[src/hw/rtl/assert_macros.svh]
// Assertion macros used by the top-level RTL file of the pixel converter.
`ifndef ASSERT_MACROS_SVH
`define ASSERT_MACROS_SVH

// Clocked check, off while reset is held.
`define ASSERT_CLK(label, clk, rst_n, prop, msg) \
    label: assert property (@(posedge clk) disable iff (!(rst_n)) (prop)) else $error(msg);

// Clocked check that also holds during reset.
`define ASSERT_ALWAYS(label, clk, prop, msg) \
    label: assert property (@(posedge clk) (prop)) else $error(msg);

`endif

[src/hw/rtl/rgb2yuv_pkg.sv]
// Shared types, register codes and coefficients of the RGB to YUV 4:2:0 converter.
package rgb2yuv_pkg;

    // Default size limit of the source counters
    localparam int MAX_DIM_DEF = 4096;

    // Configuration port
    localparam int CFG_IDX_W  = 4;
    localparam int CFG_DATA_W = 13;

    typedef enum logic [CFG_IDX_W-1:0] {
        CFG_FRAME_WIDTH   = 4'd0,
        CFG_FRAME_HEIGHT  = 4'd1,
        CFG_PAD_WIDTH     = 4'd2,
        CFG_PAD_HEIGHT    = 4'd3,
        CFG_PIXEL_MODE    = 4'd4,
        CFG_INPUT_STRIDE  = 4'd5,
        CFG_LUMA_STRIDE   = 4'd6,
        CFG_CHROMA_STRIDE = 4'd7
    } t_cfg_idx;

    // pixel_mode bits
    localparam int MODE_ROTATE = 0;
    localparam int MODE_BGR    = 1;

    // Output address width
    localparam int ADDR_W = 24;

    typedef struct packed {
        logic [12:0] frame_width;
        logic [12:0] frame_height;
        logic [10:0] pad_width;
        logic [10:0] pad_height;
        logic [1:0]  pixel_mode;
        logic [12:0] input_stride;
        logic [12:0] luma_stride;
        logic [12:0] chroma_stride;
    } t_cfg;

    localparam t_cfg CFG_RESET = '{
        frame_width:   13'd640,
        frame_height:  13'd480,
        pad_width:     11'd0,
        pad_height:    11'd0,
        pixel_mode:    2'd0,
        input_stride:  13'd640,
        luma_stride:   13'd640,
        chroma_stride: 13'd320
    };

    // BT.601 integer coefficients (magnitudes; signs are applied in the datapath)
    localparam int COEF_Y_R = 66;
    localparam int COEF_Y_G = 129;
    localparam int COEF_Y_B = 25;
    localparam int COEF_U_R = 38;
    localparam int COEF_U_G = 74;
    localparam int COEF_U_B = 112;
    localparam int COEF_V_R = 112;
    localparam int COEF_V_G = 94;
    localparam int COEF_V_B = 18;
    localparam int ROUND    = 128;
    localparam int OFS_Y    = 16;
    localparam int OFS_C    = 128;

endpackage

[src/hw/rtl/rgb_to_yuv420_pixel_converter_top.sv]
// Top level of the RGB to YUV 4:2:0 pixel converter: counters, mapping and pipeline.
//
//  channel  direction  handshake                   payload
//  in       sink       i_in_valid / o_in_ready     i_first_byte .. i_frame_start
//  out      source     o_out_valid / i_out_ready   o_luma_value .. o_chroma_address
//  cfg      sink       i_cfg_we (no wait)          i_cfg_index, i_cfg_data
//
// One item per cycle while the output is not stalled; an active pixel's result passes through
// the position/mapping register, then the result register after the address multipliers.
// Inactive pixels only move the counters and give no result.
// Synchronous active-low reset clears counters and valids and loads the register defaults;
// data registers are not reset; no clearing pass.
// A stalled output holds its result; the mapping stage keeps taking items while it is free.
module rgb_to_yuv420_pixel_converter_top #(
    parameter int MAX_DIM = rgb2yuv_pkg::MAX_DIM_DEF
) (
    input  logic                               i_clk,
    input  logic                               i_rst_n,
    // configuration
    input  logic                               i_cfg_we,
    input  logic [rgb2yuv_pkg::CFG_IDX_W-1:0]  i_cfg_index,
    input  logic [rgb2yuv_pkg::CFG_DATA_W-1:0] i_cfg_data,
    // input items
    input  logic                               i_in_valid,
    output logic                               o_in_ready,
    input  logic [7:0]                         i_first_byte,
    input  logic [7:0]                         i_second_byte,
    input  logic [7:0]                         i_third_byte,
    input  logic                               i_frame_start,
    // result items
    output logic                               o_out_valid,
    input  logic                               i_out_ready,
    output logic [7:0]                         o_luma_value,
    output logic [rgb2yuv_pkg::ADDR_W-1:0]     o_luma_address,
    output logic                               o_chroma_valid,
    output logic [7:0]                         o_cb_value,
    output logic [7:0]                         o_cr_value,
    output logic [rgb2yuv_pkg::ADDR_W-1:0]     o_chroma_address
);
    import rgb2yuv_pkg::*;

`include "assert_macros.svh"

    localparam int CNT_W = $clog2(MAX_DIM);
    localparam int XY_W  = (CNT_W + 1 > 14) ? CNT_W + 1 : 14;

    // Registers
    t_cfg             r_cfg;
    logic [CNT_W-1:0] r_col;
    logic [CNT_W-1:0] r_row;
    logic             r_past_end;
    logic             r_s1_valid;
    logic [XY_W-1:0]  r_s1_x;
    logic [XY_W-1:0]  r_s1_y;
    logic [7:0]       r_s1_red;
    logic [7:0]       r_s1_green;
    logic [7:0]       r_s1_blue;
    logic             r_out_valid;
    logic [7:0]       r_out_luma;
    logic [ADDR_W-1:0] r_out_luma_addr;
    logic             r_out_cvalid;
    logic [7:0]       r_out_cb;
    logic [7:0]       r_out_cr;
    logic [ADDR_W-1:0] r_out_chroma_addr;

    // Next values and combinational signals
    logic [CNT_W-1:0] n_col;
    logic [CNT_W-1:0] n_row;
    logic             n_past_end;
    logic [XY_W-1:0]  n_x;
    logic [XY_W-1:0]  n_y;
    logic [CNT_W-1:0] col_cur;
    logic [CNT_W-1:0] row_cur;
    logic             pe_cur;
    logic [XY_W-1:0]  wrap;
    logic [XY_W-1:0]  stride_ext;
    logic [XY_W-1:0]  col_inc;
    logic [XY_W-1:0]  row_inc;
    logic [XY_W-1:0]  span_w;
    logic [XY_W-1:0]  span_h;
    logic [XY_W-1:0]  cols;
    logic [XY_W-1:0]  rows;
    logic             rotate;
    logic             bgr;
    logic             active;
    logic             in_fire;
    logic             out_load;
    logic             s1_fire;

    logic [7:0]        c_luma;
    logic [ADDR_W-1:0] c_luma_addr;
    logic              c_cvalid;
    logic [7:0]        c_cb;
    logic [7:0]        c_cr;
    logic [ADDR_W-1:0] c_chroma_addr;

    // Configuration writes
    always_ff @(posedge i_clk) begin
        if (!i_rst_n) begin
            r_cfg <= CFG_RESET;
        end else if (i_cfg_we) begin
            case (i_cfg_index)
                CFG_FRAME_WIDTH:   r_cfg.frame_width   <= i_cfg_data;
                CFG_FRAME_HEIGHT:  r_cfg.frame_height  <= i_cfg_data;
                CFG_PAD_WIDTH:     r_cfg.pad_width     <= i_cfg_data[10:0];
                CFG_PAD_HEIGHT:    r_cfg.pad_height    <= i_cfg_data[10:0];
                CFG_PIXEL_MODE:    r_cfg.pixel_mode    <= i_cfg_data[1:0];
                CFG_INPUT_STRIDE:  r_cfg.input_stride  <= i_cfg_data;
                CFG_LUMA_STRIDE:   r_cfg.luma_stride   <= i_cfg_data;
                CFG_CHROMA_STRIDE: r_cfg.chroma_stride <= i_cfg_data;
                default: ;
            endcase
        end
    end

    // Handshake: the mapping stage moves when the result register can load
    assign out_load   = !r_out_valid || i_out_ready;
    assign s1_fire    = r_s1_valid && out_load;
    assign o_in_ready = !r_s1_valid || out_load;
    assign in_fire    = i_in_valid && o_in_ready;

    assign rotate = r_cfg.pixel_mode[MODE_ROTATE];
    assign bgr    = r_cfg.pixel_mode[MODE_BGR];

    // Position, active test, mapping and counter advance
    always_comb begin
        col_cur = i_frame_start ? '0 : r_col;
        row_cur = i_frame_start ? '0 : r_row;
        pe_cur  = i_frame_start ? 1'b0 : r_past_end;

        stride_ext = XY_W'(r_cfg.input_stride);
        if (stride_ext == '0) begin
            wrap = XY_W'(1);
        end else if (stride_ext > XY_W'(MAX_DIM)) begin
            wrap = XY_W'(MAX_DIM);
        end else begin
            wrap = stride_ext;
        end

        span_w = (XY_W'(r_cfg.frame_width) >= XY_W'({r_cfg.pad_width, 1'b0}))
               ? XY_W'(r_cfg.frame_width) - XY_W'({r_cfg.pad_width, 1'b0}) : '0;
        span_h = (XY_W'(r_cfg.frame_height) >= XY_W'({r_cfg.pad_height, 1'b0}))
               ? XY_W'(r_cfg.frame_height) - XY_W'({r_cfg.pad_height, 1'b0}) : '0;
        cols = rotate ? span_h : span_w;
        rows = rotate ? span_w : span_h;

        active = !pe_cur && (XY_W'(col_cur) < cols) && (XY_W'(row_cur) < rows);

        if (rotate) begin
            n_x = XY_W'(row_cur) + XY_W'(r_cfg.pad_width);
            n_y = XY_W'(r_cfg.frame_height) - XY_W'(r_cfg.pad_height) - XY_W'(1)
                - XY_W'(col_cur);
        end else begin
            n_x = XY_W'(col_cur) + XY_W'(r_cfg.pad_width);
            n_y = XY_W'(row_cur) + XY_W'(r_cfg.pad_height);
        end

        col_inc    = XY_W'(col_cur) + XY_W'(1);
        row_inc    = XY_W'(row_cur) + XY_W'(1);
        n_col      = col_inc[CNT_W-1:0];
        n_row      = row_cur;
        n_past_end = pe_cur;
        if (col_inc >= wrap) begin
            n_col = '0;
            if (row_inc >= XY_W'(MAX_DIM)) begin
                n_past_end = 1'b1;
            end else begin
                n_row = row_inc[CNT_W-1:0];
            end
        end
    end

    // Counters and valids
    always_ff @(posedge i_clk) begin
        if (!i_rst_n) begin
            r_col       <= '0;
            r_row       <= '0;
            r_past_end  <= 1'b0;
            r_s1_valid  <= 1'b0;
            r_out_valid <= 1'b0;
        end else begin
            if (in_fire) begin
                r_col      <= n_col;
                r_row      <= n_row;
                r_past_end <= n_past_end;
            end
            if (in_fire) begin
                r_s1_valid <= active;
            end else if (s1_fire) begin
                r_s1_valid <= 1'b0;
            end
            if (s1_fire) begin
                r_out_valid <= 1'b1;
            end else if (i_out_ready) begin
                r_out_valid <= 1'b0;
            end
        end
    end

    // Mapped pixel register
    always_ff @(posedge i_clk) begin
        if (in_fire && active) begin
            r_s1_x     <= n_x;
            r_s1_y     <= n_y;
            r_s1_red   <= bgr ? i_third_byte : i_first_byte;
            r_s1_green <= i_second_byte;
            r_s1_blue  <= bgr ? i_first_byte : i_third_byte;
        end
    end

    rgb2yuv_calc #(
        .XY_W (XY_W)
    ) u_calc (
        .i_cfg            (r_cfg),
        .i_x              (r_s1_x),
        .i_y              (r_s1_y),
        .i_red            (r_s1_red),
        .i_green          (r_s1_green),
        .i_blue           (r_s1_blue),
        .o_luma_value     (c_luma),
        .o_luma_address   (c_luma_addr),
        .o_chroma_valid   (c_cvalid),
        .o_cb_value       (c_cb),
        .o_cr_value       (c_cr),
        .o_chroma_address (c_chroma_addr)
    );

    // Result register
    always_ff @(posedge i_clk) begin
        if (s1_fire) begin
            r_out_luma        <= c_luma;
            r_out_luma_addr   <= c_luma_addr;
            r_out_cvalid      <= c_cvalid;
            r_out_cb          <= c_cb;
            r_out_cr          <= c_cr;
            r_out_chroma_addr <= c_chroma_addr;
        end
    end

    assign o_out_valid      = r_out_valid;
    assign o_luma_value     = r_out_luma;
    assign o_luma_address   = r_out_luma_addr;
    assign o_chroma_valid   = r_out_cvalid;
    assign o_cb_value       = r_out_cb;
    assign o_cr_value       = r_out_cr;
    assign o_chroma_address = r_out_chroma_addr;

    // Checks
    `ASSERT_CLK(a_no_chroma_zero, i_clk, i_rst_n, o_out_valid && !o_chroma_valid |-> o_cb_value == 8'd0 && o_cr_value == 8'd0 && o_chroma_address == '0, "chroma fields not cleared")
    `ASSERT_CLK(a_luma_range, i_clk, i_rst_n, o_out_valid |-> o_luma_value >= 8'd16 && o_luma_value <= 8'd235, "luma out of range")
    `ASSERT_CLK(a_stall_blocks_in, i_clk, i_rst_n, r_s1_valid && r_out_valid && !i_out_ready |-> !o_in_ready, "input taken over a full pipeline")
    `ASSERT_CLK(a_past_end_row, i_clk, i_rst_n, r_past_end |-> r_row == CNT_W'(MAX_DIM - 1), "past-end set below last row")
    `ASSERT_CLK(a_col_bound, i_clk, i_rst_n, XY_W'(r_col) < XY_W'(MAX_DIM), "column counter beyond limit")

endmodule

[src/hw/rtl/rgb2yuv_calc.sv]
// Color conversion and plane address arithmetic for one mapped pixel.
module rgb2yuv_calc #(
    parameter int XY_W = 14
) (
    input  rgb2yuv_pkg::t_cfg             i_cfg,
    input  logic [XY_W-1:0]               i_x,
    input  logic [XY_W-1:0]               i_y,
    input  logic [7:0]                    i_red,
    input  logic [7:0]                    i_green,
    input  logic [7:0]                    i_blue,
    output logic [7:0]                    o_luma_value,
    output logic [rgb2yuv_pkg::ADDR_W-1:0] o_luma_address,
    output logic                          o_chroma_valid,
    output logic [7:0]                    o_cb_value,
    output logic [7:0]                    o_cr_value,
    output logic [rgb2yuv_pkg::ADDR_W-1:0] o_chroma_address
);
    import rgb2yuv_pkg::*;

    localparam int PROD_W = XY_W + 13;

    logic [15:0]       y_sum;
    logic [15:0]       u_sum;
    logic [15:0]       v_sum;
    logic [PROD_W-1:0] luma_prod;
    logic [PROD_W-1:0] chroma_prod;
    logic [PROD_W-1:0] luma_sum;
    logic [PROD_W-1:0] chroma_sum;

    // Color sums; the chroma sums carry a +128<<8 bias so they never go negative
    assign y_sum = 16'(COEF_Y_R * i_red) + 16'(COEF_Y_G * i_green)
                 + 16'(COEF_Y_B * i_blue) + 16'(ROUND);
    assign u_sum = 16'(COEF_U_B * i_blue) + 16'(ROUND) + 16'(OFS_C * 256)
                 - 16'(COEF_U_R * i_red) - 16'(COEF_U_G * i_green);
    assign v_sum = 16'(COEF_V_R * i_red) + 16'(ROUND) + 16'(OFS_C * 256)
                 - 16'(COEF_V_G * i_green) - 16'(COEF_V_B * i_blue);

    // Plane addresses, wrapped to the address width
    assign luma_prod   = PROD_W'(i_y) * PROD_W'(i_cfg.luma_stride);
    assign chroma_prod = PROD_W'(i_y[XY_W-1:1]) * PROD_W'(i_cfg.chroma_stride);
    assign luma_sum    = luma_prod + PROD_W'(i_x);
    assign chroma_sum  = chroma_prod + PROD_W'(i_x[XY_W-1:1]);

    assign o_chroma_valid   = !i_x[0] && !i_y[0];
    assign o_luma_value     = y_sum[15:8] + 8'(OFS_Y);
    assign o_luma_address   = luma_sum[ADDR_W-1:0];
    assign o_cb_value       = o_chroma_valid ? u_sum[15:8] : 8'd0;
    assign o_cr_value       = o_chroma_valid ? v_sum[15:8] : 8'd0;
    assign o_chroma_address = o_chroma_valid ? chroma_sum[ADDR_W-1:0] : '0;

endmodule
[config.mk]
export PLATFORM = sky130hd
export DESIGN_NAME = rgb_to_yuv420_pixel_converter_top
export DESIGN_NICKNAME = d
export VERILOG_FILES = /design/src/hw/rtl/rgb2yuv_pkg.sv /design/src/hw/rtl/rgb_to_yuv420_pixel_converter_top.sv /design/src/hw/rtl/rgb2yuv_calc.sv
export VERILOG_INCLUDE_DIRS = /design/src /design/src/hw/rtl
export SDC_FILE = /design/constraint.sdc
export NUM_CORES = 2
export LEC_CHECK = 0
export BUFFER_PORTS_ARGS = -buffer_cell sky130_fd_sc_hd__clkbuf_2
export CORE_MARGIN = 3
export CORE_UTILIZATION = 38
export CTS_CLUSTER_SIZE = 10
export DETAILED_ROUTE_END_ITERATION = 6
export PLACE_DENSITY = 0.52
export SETUP_SLACK_MARGIN = 0.02
export SYNTH_ARGS = -nofsm -noshare
export SYNTH_HDL_FRONTEND = slang
export SYNTH_SLANG_ARGS = --single-unit
[constraint.sdc]
create_clock -name i_clk -period 7.9 [get_ports i_clk]
set_clock_uncertainty 0.2 [all_clocks]
set_input_delay 0 -clock i_clk [delete_from_list [all_inputs] [get_ports i_clk]]
set_output_delay 0 -clock i_clk [all_outputs]
set_load 0.01 [all_outputs]
==> flow_summary.yaml <==
cts:
  ctsRootBufferMaster: "clkbuf_16"
  clock-sinks: 240
  clock_path_buffers: 3
  cts.clk_slew.worst_paths_ps: 60
  cts_buffers: 36
  clk_latency_ps: 570
  cts_setup_buffers: 0
  cts_tree: "yes"
  htree_levels: 2
sta:
  finalSetupViolCount: 0
  fmax_mhz: 143
  worst_hold_slack_ps: 29.7
  fin_tns_setup_ps: 0
  finalCritPeriodShare_pct: 88.3
  worst_pin_slew_ps: 917
  final_hold_viol_count: 0
  timing.final.crit_period_ps: 6970
  timing.slew.headroom_pct: 38.9
  rsz0062_at_grt: "false"
  maxSlewViolCount: 0
grt:
  grt_use_met2_pct: 32.1
  track_usage_pct: 20.1
  grt_pass1_wl_um: 136000
  met3_usage_pct: 2.69
  met1_usage_pct: 29.0
  antenna_found_initial: 3
  overflow: 0
  grt_most_used_layer: "met2"
  first_global_vias: 23800
  grt_max_degree: 72
worst_setup_path:
  slowest_delay_ps: 910
  crit_path_end_kind: "flop"
  worstPathCellList: "nand2_1 -> fa_1 -> inv_1 -> fa_1 -> fa_1 -> inv_1 -> fa_1 -> fa_1 -> inv_1 -> fa_1 -> ha_1 -> a21oi_1 -> nor2b_1 -> a311oi_1 -> a21oi_1 -> o31ai_1 -> a21oi_1 -> a31oi_1 -> mux2i_1"
  critPathKind: "reg2reg"
  cp_max_fo: 19
  cp_data_required_time_ps: 8010
  crit_top_cell: "fa_1"
  worstSetupStartpointType: "flop"
  cp_slowest_cell: "edfxtp_1"
  cp.arrival_ps: 7080
synthesis:
  synthSimpleGateAreaFrac_pct: 14.8
  synth_compound_area_share_pct: 9.47
  yosysSeqAreaShare_pct: 19.0
  ys_async_sr_fraction_pct: 0
  synth_cells: 3448
  synthXorXnorAreaFrac_pct: 4.62
  synth_fa_ha_area_share_pct: 42.0
  syn-num-nets: 4341
  synthDistinctLibCells: 73
  ys_warn_count: 0
  synth.avg_cell_area_um2: 9.23
  ys_seq_elements: 240
  ys.flop_type: "edfxtp_1"
  synth-edff-count: 124
  muxShareOfSynthArea_pct: 2.39
  synth_area_um2: 31800
  synth_top_family_by_area: "adder cells"
floorplan:
  core-area_um2: 82500
  rows: 105
  die_x_um: 295
  initial_core_util_pct: 38.6
  pin_count: 122
  die_h_um: 295
  dieArea_um2: 87200
routing:
  wl_um: 85400
  dr.pass1.iters: 5
  via_count: 23700
  viasPerCell: 5.04
  drc_errors: 0
  routedWlPerCell_um: 18.2
  drt-initial-drc-count: 1217
  antenna_left: 0
power:
  power_leakage_nw: 17.1
  p_per_area_nw_per_um2: 232
  ir_drop_uv: 301
outcome:
  status: "completed"
placed_design:
  place_area_um2: 33600
  place_hpwl_um: 66700
  placedCellCount: 4561
  gp_congestion: 0.845
  port_buffers: 121
job:
  max_cap_violations: 0
cells_and_area:
  nFillCells: 8224
  layout-drive-gt1-share_pct: 6.91
  multi_input_area_um2: 23300
  nNetsFinal: 4485
  area_growth_syn_to_layout_pct: 11.1
  final_cell_area_um2: 35400
  final-instance-count-excl-fill: 4688
  regArea_um2: 6050
worst_hold_path:
  worstHoldPathType: "in2reg"
cells by family (layout without fill, tap and decap cells):
logic type	count (synthesis)	in the layout
other	0	2
and+or+nand+nor	984	984
DFF	240	240
AOI/OAI and AO/OA	480	480
adders and majority gates	846	846
xor gates and xnor gates	168	168
muxes	73	73
buffers and inverters	657	825
stage by stage:
step | setup WS (ps) | utilization [%] | total power [mW]
2_1_floorplan | 1150 | - | 5.48
3_3_place_gp | 1100 | 40.8 | 6.66
3_5_place_dp | 1040 | 40.8 | 6.68
4_1_cts | 1020 | 42.8 | 8.35
5_1_grt | 625 | 42.8 | 9.10
6_report | 928 | 42.9 | 8.19
what timing repair did:
item / CTS / global route
resized for setup: 0 / 0
hold buffers: 63 / 0
endpoints found under the hold margin: 129 / 0
state kept, by name, indices dropped and copies added, names as in the netlist, 12 cells and up:
name	cells
o_chroma_address	24
o_luma_address	24
r_cfg	88
r_col	12
r_row	12
r_s1_x	13
r_s1_y	14
final timing paths:
| kind | startpoint | endpoint | slack, ps | cells past startpoint |
|---|---|---|---|---|
| max | r_s1_y[8] | o_chroma_address[23] | 930 | 19 |
| min | i_frame_start | r_row[8] | 30 | 2 |
| max reg2reg | r_s1_y[8] | o_chroma_address[23] | 930 | 19 |
| min reg2reg | r_col[11] | r_col[11] | 260 | 2 |
cells in the final DEF (no fill, tap or decap), types with 77 or more instances in the layout:
cell      count
inv_1       540
ha_1        477
nand2_1     389
fa_1        369
and2_1      190
a21oi_1     179
nor2_1      172
edfxtp_1    124
clkbuf_2    121
xnor2_1     115
dfxtp_1     115
o21ai_0      77
synthesized netlist by cell type (17+ instances only):
cell      count  area share, %
o21ai_0      77            1.2
mux2_2       25           0.88
o21bai_1     30           0.71
nor2b_1      34           0.67
fa_1        369             23
ha_1        477             19
nor2_1      173            2.0
a31oi_1      28           0.55
nand2_1     389            4.6
edfxtp_1    124             12
nor3_1       34           0.53
nand3_1      58           0.91
dfxtp_1     116            7.3
nand2b_1     22           0.43
inv_1       541            6.4
mux2i_1      48            1.5
a21oi_1     179            2.8
a21o_1       57            1.3
xor2_1       53            1.5
clkbuf_1    107            1.3
o21a_1       24           0.57
xnor2_1     115            3.2
and2_1      190            3.7
and3_1       17           0.33
critical path, delay by kind of cell, from the launching register on:
| family | cells | cell delay [ps] |
|---|---|---|
| adder cells (fa/ha/maj) | 7 | 3390 |
| AO/OA/AOI/OAI | 6 | 1700 |
| flip-flops | 1 | 910 |
| AND/OR/NAND/NOR | 2 | 250 |
| buffers and inverters | 3 | 150 |
| multiplexers | 1 | 100 |
routing by layer:
metal / up-vias / wire length (µm)
met1: 11500 / 41400
met5: - / 0
li1: 11600 / -
met3: 86 / 4350
met2: 490 / 37800
met4: 0 / 1870
cell type report:
| class | instances | area share (%) |
|---|---|---|
| diodes | 2 | 0.0142 |
| clock buffers | 48 | 2.76 |
| clock inverters | 14 | 0.343 |
| inverters | 543 | 5.77 |
| multi-input cells | 2551 | 66.0 |
| flip-flops and latches | 240 | 17.1 |
| well taps | 1070 | 3.79 |
| repair buffers | 220 | 4.26 |
power by group:
group / internal [mW] / switching (mW)
registers: 1.60 / 0.103
clock network: 0.903 / 0.656
logic: 2.21 / 2.72
No activity file was read; power rests on OpenSTA's default activity.
